**config.mk**
```make
export PLATFORM = sky130hd
export DESIGN_NAME = ttw_ctrl
export DESIGN_NICKNAME = d
export VERILOG_FILES = /design/src/sv/ttw_pkg.sv /design/src/sv/ttw_ctrl.sv
export SDC_FILE = /design/constraint.sdc
export NUM_CORES = 1
export LEC_CHECK = 0
export BUFFER_PORTS_ARGS = -buffer_cell sky130_fd_sc_hd__buf_4
export CORE_AREA = 3 3 40 42
export DETAILED_ROUTE_END_ITERATION = 10
export DIE_AREA = 0 0 43 45
export PLACE_DENSITY = 0.59
export SLEW_MARGIN = 20
export SYNTH_ARGS = -nofsm -noshare
export SYNTH_HDL_FRONTEND = slang
export SYNTH_SLANG_ARGS = --single-unit
```
**constraint.sdc**
```tcl
create_clock -name clock -period 1.5 [get_ports clock]
set_input_delay 0.075 -clock clock [delete_from_list [all_inputs] [get_ports clock]]
set_output_delay 0.075 -clock clock [all_outputs]
set_load 0.02 [all_outputs]
```
**src/sv/ttw_pkg.sv**
```systemverilog
// Shared types and constants of the text terminal writer.
// Used by the channel interfaces, the controller, the datapath and the checker.
`timescale 1ns / 1ps
`default_nettype none

package ttw_pkg;

   localparam int MAX_COLS   = 80;
   localparam int MAX_ROWS   = 25;
   localparam int CELL_COUNT = MAX_COLS * MAX_ROWS;
   localparam int ADDR_W     = $clog2(CELL_COUNT);
   localparam int CNT_W      = $clog2(CELL_COUNT + 1);

   localparam int OPCODE_W   = 2;
   localparam int CHAR_W     = 8;
   localparam int IDX_W      = 11;
   localparam int CELL_W     = 16;
   localparam int ROW_W      = 5;
   localparam int COL_W      = 7;
   localparam int COLOR_W    = 8;
   localparam int CSR_IDX_W  = 2;
   localparam int CSR_DATA_W = 8;

   localparam logic [OPCODE_W-1:0] OP_PUT   = 2'd0;
   localparam logic [OPCODE_W-1:0] OP_CLEAR = 2'd1;
   localparam logic [OPCODE_W-1:0] OP_READ  = 2'd2;

   localparam logic [CSR_IDX_W-1:0] CSR_TEXT_COLOR  = 2'd0;
   localparam logic [CSR_IDX_W-1:0] CSR_SCREEN_COLS = 2'd1;
   localparam logic [CSR_IDX_W-1:0] CSR_SCREEN_ROWS = 2'd2;

   localparam logic [CHAR_W-1:0]  CHAR_NEWLINE = 8'd10;
   localparam logic [CHAR_W-1:0]  CHAR_BLANK   = 8'd32;
   localparam logic [COLOR_W-1:0] RESET_COLOR  = 8'd240;
   localparam logic [COL_W-1:0]   RESET_COLS   = 7'd80;
   localparam logic [ROW_W-1:0]   RESET_ROWS   = 5'd25;

   typedef enum logic [2:0] {
      ST_INIT,
      ST_IDLE,
      ST_EXEC,
      ST_SCROLL_RD,
      ST_SCROLL_WR,
      ST_BLANK,
      ST_READ_WAIT,
      ST_DONE
   } state_type;

   typedef enum logic [3:0] {
      ACT_NONE,
      ACT_INIT_WR,
      ACT_ACCEPT,
      ACT_PUT,
      ACT_NEWLINE,
      ACT_SCROLL_START,
      ACT_SCROLL_RD,
      ACT_SCROLL_WR,
      ACT_BLANK_START,
      ACT_BLANK_WR,
      ACT_CLEAR,
      ACT_READ,
      ACT_CAPTURE,
      ACT_LOAD
   } dp_action_type;

   typedef struct packed {
      dp_action_type action;
   } dp_cmd_type;

   typedef struct packed {
      logic [OPCODE_W-1:0] opcode;
      logic                newline;
      logic                last_row;
      logic                read_in_range;
      logic                ptr_at_end;
      logic                init_last;
      logic                rsp_free;
   } dp_status_type;

endpackage

`default_nettype wire

```
**src/sv/ttw_ctrl.sv**
```systemverilog
// Sequencing state machine of the text terminal writer.
// Depends on ttw_pkg; drives the datapath through dp_cmd_type, reads dp_status_type.
`timescale 1ns / 1ps
`default_nettype none

module ttw_ctrl (
   input  wire                    clock,
   input  wire                    reset,
   input  wire                    req_valid,
   output logic                   req_ready,
   input  ttw_pkg::dp_status_type status,
   output ttw_pkg::dp_cmd_type    cmd
);
   import ttw_pkg::*;

   state_type state_ff;
   state_type state_in;

   always_ff @(posedge clock) begin
      if (reset) begin
         state_ff <= ST_INIT;
      end else begin
         state_ff <= state_in;
      end
   end

   always_comb begin
      state_in = state_ff;
      case (state_ff)
         ST_INIT: begin
            if (status.init_last) state_in = ST_IDLE;
         end
         ST_IDLE: begin
            if (req_valid) state_in = ST_EXEC;
         end
         ST_EXEC: begin
            case (status.opcode)
               OP_PUT: begin
                  if (status.newline && status.last_row) state_in = ST_SCROLL_RD;
                  else state_in = ST_DONE;
               end
               OP_CLEAR: state_in = ST_BLANK;
               OP_READ: begin
                  if (status.read_in_range) state_in = ST_READ_WAIT;
                  else state_in = ST_DONE;
               end
               default: state_in = ST_DONE;
            endcase
         end
         ST_SCROLL_RD: begin
            if (status.ptr_at_end) state_in = ST_BLANK;
            else state_in = ST_SCROLL_WR;
         end
         ST_SCROLL_WR: state_in = ST_SCROLL_RD;
         ST_BLANK: begin
            if (status.ptr_at_end) state_in = ST_DONE;
         end
         ST_READ_WAIT: state_in = ST_DONE;
         ST_DONE: begin
            if (status.rsp_free) state_in = ST_IDLE;
         end
         default: state_in = ST_IDLE;
      endcase
   end

   always_comb begin
      req_ready  = 1'b0;
      cmd.action = ACT_NONE;
      case (state_ff)
         ST_INIT: cmd.action = ACT_INIT_WR;
         ST_IDLE: begin
            req_ready = 1'b1;
            if (req_valid) cmd.action = ACT_ACCEPT;
         end
         ST_EXEC: begin
            case (status.opcode)
               OP_PUT: begin
                  if (!status.newline) cmd.action = ACT_PUT;
                  else if (status.last_row) cmd.action = ACT_SCROLL_START;
                  else cmd.action = ACT_NEWLINE;
               end
               OP_CLEAR: cmd.action = ACT_CLEAR;
               OP_READ: begin
                  if (status.read_in_range) cmd.action = ACT_READ;
               end
               default: cmd.action = ACT_NONE;
            endcase
         end
         ST_SCROLL_RD: begin
            if (status.ptr_at_end) cmd.action = ACT_BLANK_START;
            else cmd.action = ACT_SCROLL_RD;
         end
         ST_SCROLL_WR: cmd.action = ACT_SCROLL_WR;
         ST_BLANK: begin
            if (!status.ptr_at_end) cmd.action = ACT_BLANK_WR;
         end
         ST_READ_WAIT: cmd.action = ACT_CAPTURE;
         ST_DONE: begin
            if (status.rsp_free) cmd.action = ACT_LOAD;
         end
         default: cmd.action = ACT_NONE;
      endcase
   end

endmodule

`default_nettype wire

```
==> results.toml, run 1 <==
[routing]
drtIter0Drc = 16
vias = 523
antenna_left = 0
wl_met1_um = 598
post_drt_via_cell_ratio = 5.39
routedWlPerCell_um = 12.4
highest_layer = "met3"
first_pass_iters = 4
wirelength_um = 1200
drc = 0
wl_met3_um = 69
wl_met2_um = 536

[yosys]
syn_nets = 80
syn_avg_cell_area_um2 = 7.51
synth_top_area_share_pct = 12.3
synth_area_um2 = 488
synth_common_cells = "a21oi_1 (5), inv_1 (5), nand2_1 (5)"
yosysTopAreaCell = "dfxtp_1"
synth_top_flop_cell = "dfxtp_1"
seq_area_frac_synth_pct = 12.3
synth_edf_count = 0
synthCells = 65
ys_seq_elements = 3
yosys-top-cells-area = "dfxtp_1 (12%), ha_1 (10%), a21oi_1 (5.1%)"
yosysWarnings = 0
ys_async_sr_fraction_pct = 0
synth_cell_types = 37

[cts]
post_cts_buffers = 0
htreeDepth = 1
clock_path_buffers = 2
clkSinkCount = 3
tritoncts = "yes"
clock-root-buffer = "clkbuf_4"
cts_buffers = 3
path_clk_slew_ps = 40
clk_latency_ps = 240

[floorplanning]
die_h_um = 45
die_w_um = 43
pin_count = 16
core_area_mm2 = 0.00128
initial_utilization_pct = 38.0
dieArea_mm2 = 0.00194
rows = 13

[worst_setup_path]
timing.rr.end = "state_ff[2]"
r2r_start = "state_ff[1]"
crit_arrival_ps = 1330
rr_worst_depth = 4
reg2reg_slack_ps = 320
endpoint_kind = "output port"
crit_fanout = 7
crit_path_start_kind = "register"
critPathRequiredTime_ps = 1420
criticalPathCategory = "register to output port"

[layout]
n_fill_cell = 144
multiInputGateArea_um2 = 380
num_antenna_cells = 0
seqCellArea_um2 = 67.6
largest_reg_flops = 3
final_nets = 98
synthToLayoutAreaGrowth_pct = 34.6
top_regs = "state_ff x3"
drive_gt1_share_pct = 31.7
regMostFlops = "state_ff"

[min_path]
holdPathEnd = "state_ff[0]"
hold_class = "input port to register"
min-delay-start = "status[0]"
whs_path_depth = 3

[sta]
worstMarginPinSlew_ps = 293
clock_skew_ps = 1.89
hold_viol_final = 0
drv_slew = 0
whs_ps = 168
fin_ws_ps = 99.8
setup_violations = 0
finalCritPeriodShare_pct = 93.3
fin_tns_setup_ps = 0
fin_crit_ps = 1400
slew_headroom_pct = 80.2
grt_setup_unrepaired = "no"
fmax_mhz = 714

[pwr]
clockPowerShare_pct = 21.0
power.leakage_nw = 0.287
irDropWorstVdd_mv = 0.473
pwr-share-comb_pct = 55.6
power.internal_mw = 0.399
p_sw_mw = 0.295
p_seq_share_pct = 23.4
p_per_area_mw_per_mm2 = 1060
netSwitchingFraction_pct = 42.5

[global_routing]
antenna_found_initial = 0
first_global_vias = 458
grt_usage_pct = 13.6
grt_pass1_wl_um = 1970
gr-total-overflow = 0
grt_max_degree = 19

[flow_run]
max-cap-violations = 0

[placed_design]
finalWeightedCongestion = 0.813
post-place-ws_ps = 43.3
io_buffers = 15
hpwl_um = 919

[status]
run_status = "finished, final reports clean"
layer usage:
layer / vias to the layer above / global-route usage [%]
met5: - / 0
met4: 0 / 3.61
met3: 0 / 5.98
met2: 12 / 20.7
met1: 235 / 17.7
li1: 276 / -
per-stage QoR:
step | power (mW) | utilization [%] | cell area, um2 | cells
after global placement | 0.536 | 47.2 | 607 | 92
final | 0.693 | 51.1 | 657 | 97
after detailed placement | 0.533 | 47.2 | 607 | 92
after CTS | 0.685 | 49.5 | 636 | 96
after floorplan | 0.406 | - | 488 | 65
after global routing | 0.756 | 51.1 | 657 | 97
logic make-up after synthesis:
kind of cell	synth area share (%)
mux	2.05
compound gates	30.5
buf+inv	11.0
fa+ha+maj	10.3
simple gates	33.8
flops	12.3
what timing repair did:
action | CTS | global route
setup endpoints to repair | 4 | 4
gates resized for setup | 2 | 3
hold buffers | 0 | 1
endpoints found under the hold margin | 0 | 2
power by group through the flow:
stage	combinational [mW]	clock [mW]	sequential (mW)
2_1_floorplan	0.305	0	0.101
3_3_place_gp	0.380	0	0.155
3_5_place_dp	0.377	0	0.155
4_1_cts	0.379	0.150	0.157
5_1_grt	0.421	0.167	0.168
6_report	0.385	0.145	0.162
cell type report:
class	count	area share, %
clock buffer	4	4.00
timing repair buffer	19	22.1
tap	15	2.86
inverter	5	2.86
multi-input combinational	51	57.9
sequential	3	10.3
how the worst max path moves through the flow:
| stage | from | to | slack [ps] | depth (start not counted) |
|---|---|---|---|---|
| CTS | state_ff[2] | cmd[3] | 30 | 3 |
| global placement | state_ff[2] | state_ff[0] | 60 | 3 |
| global route | state_ff[1] | cmd[3] | 2 | 5 |
| detailed placement | state_ff[2] | state_ff[0] | 40 | 3 |
| finish | state_ff[1] | cmd[3] | 100 | 5 |
| floorplan | state_ff[2] | cmd[3] | 70 | 5 |
cell usage in the layout (no fill, tap or decap), drive strengths merged, types with 2 or more instances in the layout:
| master | count |
|---|---|
| buf | 18 |
| inv | 5 |
| a21oi | 5 |
| nand2 | 5 |
| ha | 4 |
| clkbuf | 4 |
| nand2b | 3 |
| o21ai | 3 |
| dfxtp | 3 |
| nor2b | 2 |
| and2 | 2 |
| nor2 | 2 |
| nand3 | 2 |
worst max-delay path: stages (launching register included):
cell and delay, ps:
dfxtp_1 350, buf_4 180, nand3b_1 90, o21ai_1 80
a221oi_2 210, buf_4 170
Power figures use the tool's default switching activity.
==> run 2, diff against run 1 <==
--- a/config.mk
+++ b/config.mk
@@ -7,6 +7,7 @@
 export LEC_CHECK = 0
 export BUFFER_PORTS_ARGS = -buffer_cell sky130_fd_sc_hd__buf_4
 export CORE_AREA = 3 3 40 42
+export CTS_BUF_LIST = sky130_fd_sc_hd__clkbuf_2
 export DETAILED_ROUTE_END_ITERATION = 10
 export DIE_AREA = 0 0 43 45
 export PLACE_DENSITY = 0.59
==> run 2 against run 1 <==
First-iteration DRC count did not move. Critical path type unchanged. Die area did not move. Total power fell by 4.6%. Combinational power barely moved. Critical path depth fell by 1. Register-to-register slack barely moved. Highest routed layer unchanged. Cell count fell by 1.0%.
==> results.toml, run 2 (synthesized netlist as in run 1, its figures left out) <==
[status]
run_status = "finished, final reports clean"

[sta]
finalCritPeriodShare_pct = 91.9
fin_crit_ps = 1380
fmax_mhz = 726
fin_ws_ps = 122
drv_slew = 0
hold_viol_final = 0
setup_violations = 0
worstMarginPinSlew_ps = 293
slew_headroom_pct = 80.2
fin_tns_setup_ps = 0
grt_setup_unrepaired = "no"
clock_skew_ps = 3.19
whs_ps = 36.1

[cts]
path_clk_slew_ps = 40
cts_resized = 2
clk_latency_ps = 210
clock_path_buffers = 2
tritoncts = "yes"
post_cts_buffers = 0
ctsHoldBuffers = 0
htreeDepth = 1
cts_buffers = 3
clock-root-buffer = "clkbuf_2"
clkSinkCount = 3

[worst_setup_path]
crit_fanout = 18
crit_family = "flip-flops"
crit_arrival_ps = 1300
endpoint_kind = "output port"
critPathRequiredTime_ps = 1420
cp_num_buf_inv = 1
slowest_delay_ps = 410
crit_path_start_kind = "register"
cp_slowest_cell = "dfxtp_4"
path_cells = "nor3_1, nand2_1, o221ai_1, buf_4"
criticalPathCategory = "register to output port"

[layout]
num_antenna_cells = 0
final_util_pct = 49.9
final_cell_mix = "buf_4 (18), inv_1 (5), a21oi_1 (5), nand2_1 (5)"
synthToLayoutAreaGrowth_pct = 31.3
multiInputGateArea_um2 = 380
top_regs = "state_ff x3"
final_nets = 97
seqCellArea_um2 = 67.6
mostFrequentLayoutCell = "buf_4"
regMostFlops = "state_ff"
largest_reg_flops = 3
drive_gt1_share_pct = 33.3
n_fill_cell = 145

[global_routing]
grt_max_degree = 19
busiest_layer = "met2"
antenna_found_initial = 0
use_met1_pct = 17.7
grt_usage_pct = 13.6
grt_pass1_wl_um = 1970
met2_usage_pct = 20.7
first_global_vias = 458
grt_use_met3_pct = 5.98
gr-total-overflow = 0

[pwr]
irDropWorstVdd_mv = 0.482
power.leakage_nw = 0.284
p_per_area_mw_per_mm2 = 1030

[floorplanning]
die_h_um = 45
initial_utilization_pct = 38.0
dieArea_mm2 = 0.00194
rows = 13
pin_count = 16
die_w_um = 43
core_area_mm2 = 0.00128

[flow_run]
max-cap-violations = 0

[routing]
routedWlPerCell_um = 12.5
drtIter0Drc = 16
vias = 526
post_drt_via_cell_ratio = 5.48
antenna_left = 0
first_pass_iters = 4
wirelength_um = 1200
drc = 0

[placed_design]
io_buffers = 15
finalWeightedCongestion = 0.813
post-place-ws_ps = 43.3
hpwl_um = 919

[min_path]
hold_class = "input port to register"
[run 2: through the flow]
| step | instance area (um2) | power, mW | instances |
|---|---|---|---|
| floorplan | 488 | 0.406 | 65 |
| CTS | 629 | 0.656 | 96 |
| detailed placement | 607 | 0.533 | 92 |
| global placement | 607 | 0.536 | 92 |
| global route | 641 | 0.721 | 96 |
| finish | 641 | 0.661 | 96 |
[run 2: worst paths after layout]
path,from,end,slack (ps),cells past startpoint
hold / removal,reset,state_ff[2],40,2
hold reg to reg,state_ff[0],state_ff[0],600,2
setup reg to reg,state_ff[1],state_ff[2],320,4
setup / recovery,state_ff[2],cmd[0],120,4
[run 2: worst reg2reg max path, stage by stage (launching register included)]
cell and delay (ps):
dfxtp_1 410, buf_4 180, a21oi_1 40, a311o_1 330, a21oi_1 140
[run 2: per-layer routing]
layer | part of all wire, % | vias to the layer above
met5 | 0 | -
met4 | 0 | 0
met2 | 44 | 12
met3 | 5.7 | 0
li1 | - | 275
met1 | 50 | 239
[run 2: report_power, final]
group / internal [mW] / leakage [nW] / switching (mW) / total, mW
combinational: 0.194 / 0.241 / 0.189 / 0.384
clock: 0.0703 / 0.0166 / 0.0454 / 0.116
sequential: 0.102 / 0.0261 / 0.0593 / 0.162
total: 0.367 / 0.284 / 0.294 / 0.661
[run 2: area by class of cell]
type	instances	area share, %
Inverter	5	2.93
Timing Repair Buffer	18	21.1
Multi-Input combinational cell	51	59.4
Clock buffer	4	3.13
Tap cell	15	2.93
Sequential cell	3	10.5
==> run 3, diff against run 2 <==
--- a/config.mk
+++ b/config.mk
@@ -10,7 +10,7 @@
 export CTS_BUF_LIST = sky130_fd_sc_hd__clkbuf_2
 export DETAILED_ROUTE_END_ITERATION = 10
 export DIE_AREA = 0 0 43 45
-export PLACE_DENSITY = 0.59
+export PLACE_DENSITY = 0.57
 export SLEW_MARGIN = 20
 export SYNTH_ARGS = -nofsm -noshare
 export SYNTH_HDL_FRONTEND = slang
==> run 3 against run 2 <==
Flip-flop and latch count is the same. Critical path depth is the same. Clock-buffer cell count is the same. Die area is the same. Highest routed layer unchanged. Core utilization shrank 0.68 points. Register-to-register slack gained 40 ps. Wire length shrank 1.4%. Non-clock buffer count is the same.
==> results.toml, run 3 (synthesized netlist as in run 1, its figures left out) <==
[status]
run_status = "finished, final reports clean"

[placed_design]
post-place-ws_ps = 68.5
io_buffers = 15
hpwl_um = 929
place_area_um2 = 607
finalWeightedCongestion = 0.744

[global_routing]
grt_pass1_wl_um = 2100
gr-total-overflow = 0
grt_usage_pct = 13.5
antenna_found_initial = 0
first_global_vias = 453
grt_max_degree = 19

[routing]
wl_met2_um = 525
antenna_left = 0
first_pass_iters = 4
wirelength_um = 1180
highest_layer = "met3"
wl_met3_um = 60
vias = 518
drtIter0Drc = 11
routedWlPerCell_um = 12.3
wl_met1_um = 599
post_drt_via_cell_ratio = 5.40
drc = 0

[worst_setup_path]
endpoint_kind = "output port"
criticalPathCategory = "register to output port"
slowest_delay_ps = 480
crit_fanout = 15
path_cells = "nor3b_2, a21oi_1, o22ai_1, buf_4"
crit_path_start_kind = "register"
crit_family = "flip-flops"
cp_num_buf_inv = 1
crit_arrival_ps = 1300
critPathRequiredTime_ps = 1420
rr_worst_depth = 3
cp_slowest_cell = "dfxtp_2"
cp_num_cells = 4

[floorplanning]
die_h_um = 45
pin_count = 16
rows = 13
die_w_um = 43
core_area_mm2 = 0.00128
initial_utilization_pct = 38.0
dieArea_mm2 = 0.00194

[layout]
multiInputGateArea_um2 = 374
final_cell_mix = "buf_4 (18), inv_1 (5), a21oi_1 (5), nand2_1 (5)"
final_nets = 97
drive_gt1_share_pct = 32.1
largest_reg_flops = 3
synthToLayoutAreaGrowth_pct = 29.5
regMostFlops = "state_ff"
num_antenna_cells = 0
top_regs = "state_ff x3"
n_fill_cell = 131
postLayoutCellArea_um2 = 632
seqCellArea_um2 = 65.1
mostFrequentLayoutCell = "buf_4"

[cts]
post_cts_buffers = 0
path_clk_slew_ps = 50
cts_buffers = 3
htreeDepth = 1
clock-root-buffer = "clkbuf_2"
clkSinkCount = 3
clock_path_buffers = 2
clk_latency_ps = 200
tritoncts = "yes"

[sta]
fin_tns_setup_ps = 0
fin_crit_ps = 1380
setup_violations = 0
whs_ps = 39.3
clock_skew_ps = 4.72
finalCritPeriodShare_pct = 91.8
fmax_mhz = 726
slew_headroom_pct = 82.4
hold_viol_final = 0
worstMarginPinSlew_ps = 261
drv_slew = 0
fin_ws_ps = 123
grt_setup_unrepaired = "no"

[pwr]
clockPowerShare_pct = 17.4
power.leakage_nw = 0.282
power.internal_mw = 0.363
pwr-share-comb_pct = 59.1
p_per_area_mw_per_mm2 = 1020
netSwitchingFraction_pct = 43.9
power_mw = 0.647
p_sw_mw = 0.284
p_seq_share_pct = 23.5
irDropWorstVdd_mv = 0.436

[min_path]
hold_class = "input port to register"
whs_path_depth = 2

[flow_run]
max-cap-violations = 0
[run 3: changes by cell type in the layout (fill, tap and decap cells not counted)]
cell and change:
a221oi_1 +1, a221oi_2 -1, dfxtp_2 +1, dfxtp_4 -1
[run 3: path summary, 6_finish.rpt]
kind | end | from | slack, ps
hold / removal | state_ff[2] | reset | 40
hold reg to reg | state_ff[2] | state_ff[2] | 600
setup reg to reg | state_ff[2] | state_ff[0] | 360
setup / recovery | cmd[2] | state_ff[0] | 120
[run 3: repair_timing]
action / CTS / global route
hold buffers: 0 / 0
endpoints found under the setup margin: 4 / 2
hold endpoints to repair: 0 / 0
cloned: 0 / 0
gates resized for setup: 2 / 1
[run 3: power by group through the flow]
stage	Sequential, mW	Clock, mW	Combinational (mW)
after floorplan	0.101	0	0.305
after global placement	0.149	0	0.388
after detailed placement	0.149	0	0.384
after CTS	0.150	0.115	0.385
after global routing	0.159	0.122	0.419
final	0.152	0.112	0.382
[run 3: area by class of cell]
cell class | count | share of cell area [%]
multi-input combinational | 51 | 59.2
sequential | 3 | 10.3
inverter | 5 | 2.97
timing repair buffer | 18 | 21.4
clock buffer | 4 | 3.17
tap | 15 | 2.97
[run 3: metrics by stage]
| step | cells | utilization, % |
|---|---|---|
| final | 96 | 49.2 |
| after global routing | 96 | 49.2 |
| after CTS | 96 | 49.0 |
| after detailed placement | 92 | 47.2 |
| after global placement | 92 | 47.2 |
| after floorplan | 65 | - |
[run 3: per-layer routing]
metal  up-vias  track usage (%)
li1        274                -
met1       228             21.1
met2        16             20.1
met3         0             1.99
met4         0             1.81
met5         -                0
[run 3: worst register-to-register path: stages (launching register included)]
cell	delay (ps)
dfxtp_2	480
nor3_1	130
a311o_1	330
a21oi_1	130
